## src/hw/rtl/pn3d_pkg.sv

```systemverilog
// shared constants, tables and arithmetic helpers for the 3d noise pipeline
`default_nettype none
package pn3d_pkg;
  localparam int FracBits = 16;
  localparam int PermSize = 256;
  localparam int CellBits = 8;
  localparam int OutBits = FracBits + 3;
  localparam int OneFx = 1 << FracBits;
  localparam int HalfFx = 1 << (FracBits - 1);
  localparam int DotBits = FracBits + 3;

  typedef logic [CellBits-1:0] cell_t;
  typedef logic [FracBits-1:0] frac_t;
  typedef logic signed [FracBits+1:0] ofs_t;
  typedef logic signed [DotBits-1:0] dot_t;
  typedef logic [FracBits:0] wgt_t;

  localparam logic [7:0] PERM [PermSize] = '{
    8'd151,8'd160,8'd137,8'd91,8'd90,8'd15,8'd131,8'd13,8'd201,8'd95,8'd96,8'd53,8'd194,
    8'd233,8'd7,8'd225,8'd140,8'd36,8'd103,8'd30,8'd69,8'd142,8'd8,8'd99,8'd37,8'd240,
    8'd21,8'd10,8'd23,8'd190,8'd6,8'd148,8'd247,8'd120,8'd234,8'd75,8'd0,8'd26,8'd197,
    8'd62,8'd94,8'd252,8'd219,8'd203,8'd117,8'd35,8'd11,8'd32,8'd57,8'd177,8'd33,8'd88,
    8'd237,8'd149,8'd56,8'd87,8'd174,8'd20,8'd125,8'd136,8'd171,8'd168,8'd68,8'd175,
    8'd74,8'd165,8'd71,8'd134,8'd139,8'd48,8'd27,8'd166,8'd77,8'd146,8'd158,8'd231,
    8'd83,8'd111,8'd229,8'd122,8'd60,8'd211,8'd133,8'd230,8'd220,8'd105,8'd92,8'd41,
    8'd55,8'd46,8'd245,8'd40,8'd244,8'd102,8'd143,8'd54,8'd65,8'd25,8'd63,8'd161,8'd1,
    8'd216,8'd80,8'd73,8'd209,8'd76,8'd132,8'd187,8'd208,8'd89,8'd18,8'd169,8'd200,
    8'd196,8'd135,8'd130,8'd116,8'd188,8'd159,8'd86,8'd164,8'd100,8'd109,8'd198,8'd173,
    8'd186,8'd3,8'd64,8'd52,8'd217,8'd226,8'd250,8'd124,8'd123,8'd5,8'd202,8'd38,
    8'd147,8'd118,8'd126,8'd255,8'd82,8'd85,8'd212,8'd207,8'd206,8'd59,8'd227,8'd47,
    8'd16,8'd58,8'd17,8'd182,8'd189,8'd28,8'd42,8'd223,8'd183,8'd170,8'd213,8'd119,
    8'd248,8'd152,8'd2,8'd44,8'd154,8'd163,8'd70,8'd221,8'd153,8'd101,8'd155,8'd167,
    8'd43,8'd172,8'd9,8'd129,8'd22,8'd39,8'd253,8'd19,8'd98,8'd108,8'd110,8'd79,
    8'd113,8'd224,8'd232,8'd178,8'd185,8'd112,8'd104,8'd218,8'd246,8'd97,8'd228,
    8'd251,8'd34,8'd242,8'd193,8'd238,8'd210,8'd144,8'd12,8'd191,8'd179,8'd162,8'd241,
    8'd81,8'd51,8'd145,8'd235,8'd249,8'd14,8'd239,8'd107,8'd49,8'd192,8'd214,8'd31,
    8'd181,8'd199,8'd106,8'd157,8'd184,8'd84,8'd204,8'd176,8'd115,8'd121,8'd50,8'd45,
    8'd127,8'd4,8'd150,8'd254,8'd138,8'd236,8'd205,8'd93,8'd222,8'd114,8'd67,8'd29,
    8'd24,8'd72,8'd243,8'd141,8'd128,8'd195,8'd78,8'd66,8'd215,8'd61,8'd156,8'd180
  };

  // rounded product scaling: floor((p + half) / one)
  function automatic logic signed [63:0] rnd_fx(input logic signed [63:0] p);
    logic signed [63:0] q;
    q = p + 64'(HalfFx);
    return q >>> FracBits;
  endfunction

  function automatic dot_t grad_dot(input logic [3:0] h, input ofs_t x, input ofs_t y,
                                    input ofs_t z);
    ofs_t u;
    ofs_t v;
    dot_t su;
    dot_t sv;
    u = (h < 4'd8 || h == 4'd12 || h == 4'd13) ? x : y;
    v = (h < 4'd4 || h == 4'd12 || h == 4'd13) ? y : z;
    su = h[0] ? -DotBits'(u) : DotBits'(u);
    sv = h[1] ? -DotBits'(v) : DotBits'(v);
    return su + sv;
  endfunction
endpackage
`default_nettype wire

```

## src/hw/rtl/pn3d_fade.sv

```systemverilog
// pipelined quintic fade weight, three register stages
`default_nettype none
module pn3d_fade import pn3d_pkg::*; (
  input  wire logic  clk,
  input  wire logic  en,
  input  wire frac_t t_in,
  output wgt_t       w_out
);
  frac_t t1_r;
  logic signed [FracBits+5:0] b_r, b2_r;
  logic [FracBits:0] c_r, d_r;
  wgt_t w_r;
  logic signed [63:0] a_v, b_v, c_v, d_v, w_v;

  always_comb begin
    a_v = 64'(6) * 64'(t_in) - 64'(15 * OneFx);
    b_v = rnd_fx(64'(t_in) * a_v) + 64'(10 * OneFx);
    c_v = rnd_fx(64'(t_in) * 64'(t_in));
    d_v = rnd_fx($signed(64'(c_r)) * 64'(t1_r));
    w_v = rnd_fx($signed(64'(d_r)) * 64'(b2_r));
  end

  always_ff @(posedge clk) begin
    if (en) begin
      t1_r <= t_in;
      b_r  <= (FracBits+6)'(b_v);
      c_r  <= (FracBits+1)'(c_v);
      d_r  <= (FracBits+1)'(d_v);
      b2_r <= b_r;
      if (w_v < 0) w_r <= '0;
      else if (w_v > 64'(OneFx)) w_r <= wgt_t'(OneFx);
      else w_r <= wgt_t'(w_v);
    end
  end

  assign w_out = w_r;
endmodule
`default_nettype wire

```

## config.mk

```make
export PLATFORM = sky130hd
export DESIGN_NAME = pn3d_fade
export DESIGN_NICKNAME = d
export VERILOG_FILES = /design/src/hw/rtl/pn3d_pkg.sv /design/src/hw/rtl/pn3d_fade.sv
export SDC_FILE = /design/constraint.sdc
export NUM_CORES = 2
export LEC_CHECK = 0
export BUFFER_PORTS_ARGS = -buffer_cell sky130_fd_sc_hd__clkbuf_2
export CORE_MARGIN = 2
export CORE_UTILIZATION = 60
export CTS_BUF_LIST = sky130_fd_sc_hd__clkbuf_4 sky130_fd_sc_hd__clkbuf_8 sky130_fd_sc_hd__clkbuf_16
export DETAILED_ROUTE_END_ITERATION = 8
export HOLD_SLACK_MARGIN = 0.1
export PLACE_DENSITY = 0.79
export REMOVE_ABC_BUFFERS = 1
export SLEW_MARGIN = 15
export SYNTH_ARGS = -nofsm -noshare
export SYNTH_HDL_FRONTEND = slang
export SYNTH_SLANG_ARGS = --single-unit
```

## constraint.sdc

```tcl
create_clock -name clk -period 9.85 [get_ports clk]
set_clock_uncertainty 0.05 [all_clocks]
set_input_delay 0.4925 -clock clk [delete_from_list [all_inputs] [get_ports clk]]
set_output_delay 0.4925 -clock clk [all_outputs]
set_load 0.02 [all_outputs]
```

==> flow_metrics.env <==
export IMPL_outcome="completed"
export IMPL_cts_reportedPaths_clkPinSlew_ns=0.08
export IMPL_place_gp_congestion=0.9364
export IMPL_wl_per_cell_um=17.43
export IMPL_place_ws_ns=-0.4055
export IMPL_ys_types=71
export IMPL_wirelength_um=100900
export IMPL_via_per_inst=5.472
export IMPL_ys_warn_count=0
export IMPL_io_pins=35
export IMPL_synth_edf_count=111
export IMPL_final_core_utilization_pct=63.40
export IMPL_crit_fanout=6
export IMPL_crit_top_cell="fa_1"
export IMPL_num_rows=100
export IMPL_cts_sinks=111
export IMPL_io_buffers=34
export IMPL_root_buffer="clkbuf_16"
export IMPL_final_antenna_net_count=0
export IMPL_grt_pass1_wl_um=171200
export IMPL_syn_area_per_cell_sq_um=9.346
export IMPL_dieArea_sq_um=77270
export IMPL_cts_max_level=3
export IMPL_grt_pass1_vias=34980
export IMPL_dp_hpwl_um=84020
export IMPL_antenna_found_initial=2
export IMPL_die_width_um=278.0
export IMPL_drive_gt1_share_pct=4.438
export IMPL_whs_path_depth=0
export IMPL_clkLatencyLatePin_ns=0.39
export IMPL_num_vias=31700
export IMPL_min_period_ns=9.504
export IMPL_cp_start_kind="primary input"
export IMPL_max_cap_violations=0
export IMPL_setup_viol_count_final=0
export IMPL_drc=0
export IMPL_min_period_over_period_pct=96.49
export IMPL_layout_setup_ws_ns=0.3462
export IMPL_synthCells=4819
export IMPL_r2r_slack_ns=1.58
export IMPL_initial_core_util_pct=60.60
export IMPL_syn_cell_area_sq_um=45040
export IMPL_core_area_sq_um=74320
export IMPL_critPathArrivalTime_ns=9.58
export IMPL_path_class="in2reg"
export IMPL_finalHoldViolCount=0
export IMPL_max_slew_margin_rel_pct=34.89
export IMPL_die_h_um=278.0
export IMPL_firstDrtPassIters=5
export IMPL_nets=6375
export IMPL_synth_largest_type_area_fraction_pct=47.56
export IMPL_hold_path_class="reg2reg"
export IMPL_synth_top_area_cell="fa_1"
export IMPL_nFillCells=5943
export IMPL_maxSlewViolCount=0
export IMPL_grt_usage_pct=27.79
export IMPL_drtIter0Drc=1910
export IMPL_ys_ff_latch=111
export IMPL_synth_common_cells="inv_1, fa_1, nand2_1"
export IMPL_cts_buffers=9
export IMPL_ys_top_cells_by_area="fa_1, ha_1, inv_1"
export IMPL_fmax_mhz=105.2
export IMPL_syn_to_final_growth_pct=4.628
export IMPL_ff2ff_path_depth=23
export IMPL_clk_path_buf_depth=2
export IMPL_slowest_delay_ns=0.53
export IMPL_crit_slowest_cell="fa_1"
export IMPL_tritoncts="done"
export IMPL_ys_seq_area_share_pct=7.401
export IMPL_cp_end_kind="register"
export IMPL_cts_hold_buf=0
export IMPL_async_flop_share_pct=0
export IMPL_grt_overflow=0
export IMPL_tightest_slew_ns=0.9766
export IMPL_grt_max_degree=63
export IMPL_synth_ff_type="edfxtp_1"
export IMPL_yosysMostFrequentCell="inv_1"
export IMPL_cp_required_ns=9.92
==> flip-flops by register name, indices dropped and copies added, names as in the netlist <==
signal and cells:
c_r 17, w_out 17, b_r 22, d_r 17, b2_r 22, t1_r 16
==> worst max-delay path, delay by kind of cell <==
kind,cells,cell delay [ns]
AOI/OAI and AO/OA,11,2.09
and+or+nand+nor,9,1.57
buffers and inverters,10,1.02
adders and majority gates,11,4.17
xor gates and xnor gates,2,0.23
==> metal layers <==
metal,vias up,global-route usage [%],wire length [um]
met5,-,0,18
met4,2,10.77,4060
met3,291,3.182,7114
met2,1202,49.68,51550
met1,16200,34.62,38190
li1,14000,-,-
==> layout by cell type, fill, tap and decap left out, types with 4 or more instances in the layout <==
cell	synthesis	final
a211oi_1	9	8
a21o_1	35	35
a21oi_1	58	56
a221oi_1	4	4
a31o_2	4	4
a31oi_1	5	5
and2_1	374	373
and3_1	27	27
and4_1	7	7
buf_4	0	127
clkbuf_16	0	9
clkbuf_2	0	32
clkinv_1	8	8
edfxtp_1	111	111
fa_1	1070	1070
ha_1	470	465
inv_1	1365	1365
nand2_1	620	619
nand2b_1	14	14
nand3_1	22	22
nand4_1	8	8
nor2_1	152	152
nor2b_1	12	12
nor3_1	33	32
nor3b_1	4	4
o211ai_1	6	6
o21a_1	20	20
o21ai_0	24	24
o21ai_1	10	8
o21bai_1	10	10
o31ai_1	5	5
or3_1	7	6
xnor2_1	67	64
xor2_1	31	31
==> final cells by class <==
type / instances / area, sq um / share of cell area (%)
Clock inverter: 7 / 63.81 / 0.1354
Timing Repair Buffer: 160 / 1121 / 2.379
Tap cell: 969 / 1212 / 2.573
Multi-Input combinational cell: 3160 / 36000 / 76.40
Antenna cell: 1 / 2.502 / 0.005311
Sequential cell: 111 / 3333 / 7.074
Clock buffer: 9 / 225.2 / 0.4779
Inverter: 1375 / 5161 / 10.95
==> final timing paths <==
path / from / to
hold reg to reg: b_r[8]$_DFFE_PP_ / b2_r[8]$_DFFE_PP_
setup / recovery: t_in[1] / b_r[21]$_DFFE_PP_
setup reg to reg: d_r[3]$_DFFE_PP_ / w_out[5]$_SDFFCE_PP0P_
hold / removal: b_r[8]$_DFFE_PP_ / b2_r[8]$_DFFE_PP_
==> stage by stage <==
stage	hold slack [ns]	area, sq um	instances	TNS (ns)
after floorplan	0.3503	44380	4646	-0.5733
after global placement	0.3505	46690	5773	-0.1971
after detailed placement	0.3545	46690	5773	-0.4777
after CTS	0.3683	46990	5789	0
after global routing	0.3742	47120	5792	-0.04419
final	0.3641	47120	5792	0
==> repair_timing <==
item                                    in CTS  in global routing
pin swaps                                    3                 18
endpoints found under the setup margin       1                  2
buffers inserted                             0                  2
resized for setup                            2                 20
==> logic make-up after synthesis <==
| logic type | synth area share [%] |
|---|---|
| fa+ha+maj | 60.62 |
| compound gates | 3.337 |
| mux | 0.07223 |
| flops | 7.401 |
| simple gates | 13.74 |
| xor+xnor | 1.906 |
| buf+inv | 12.92 |
Power is left out: the tool's default activity adds up to more than one toggle a clock period on the data nets, which glitch-free logic cannot reach.
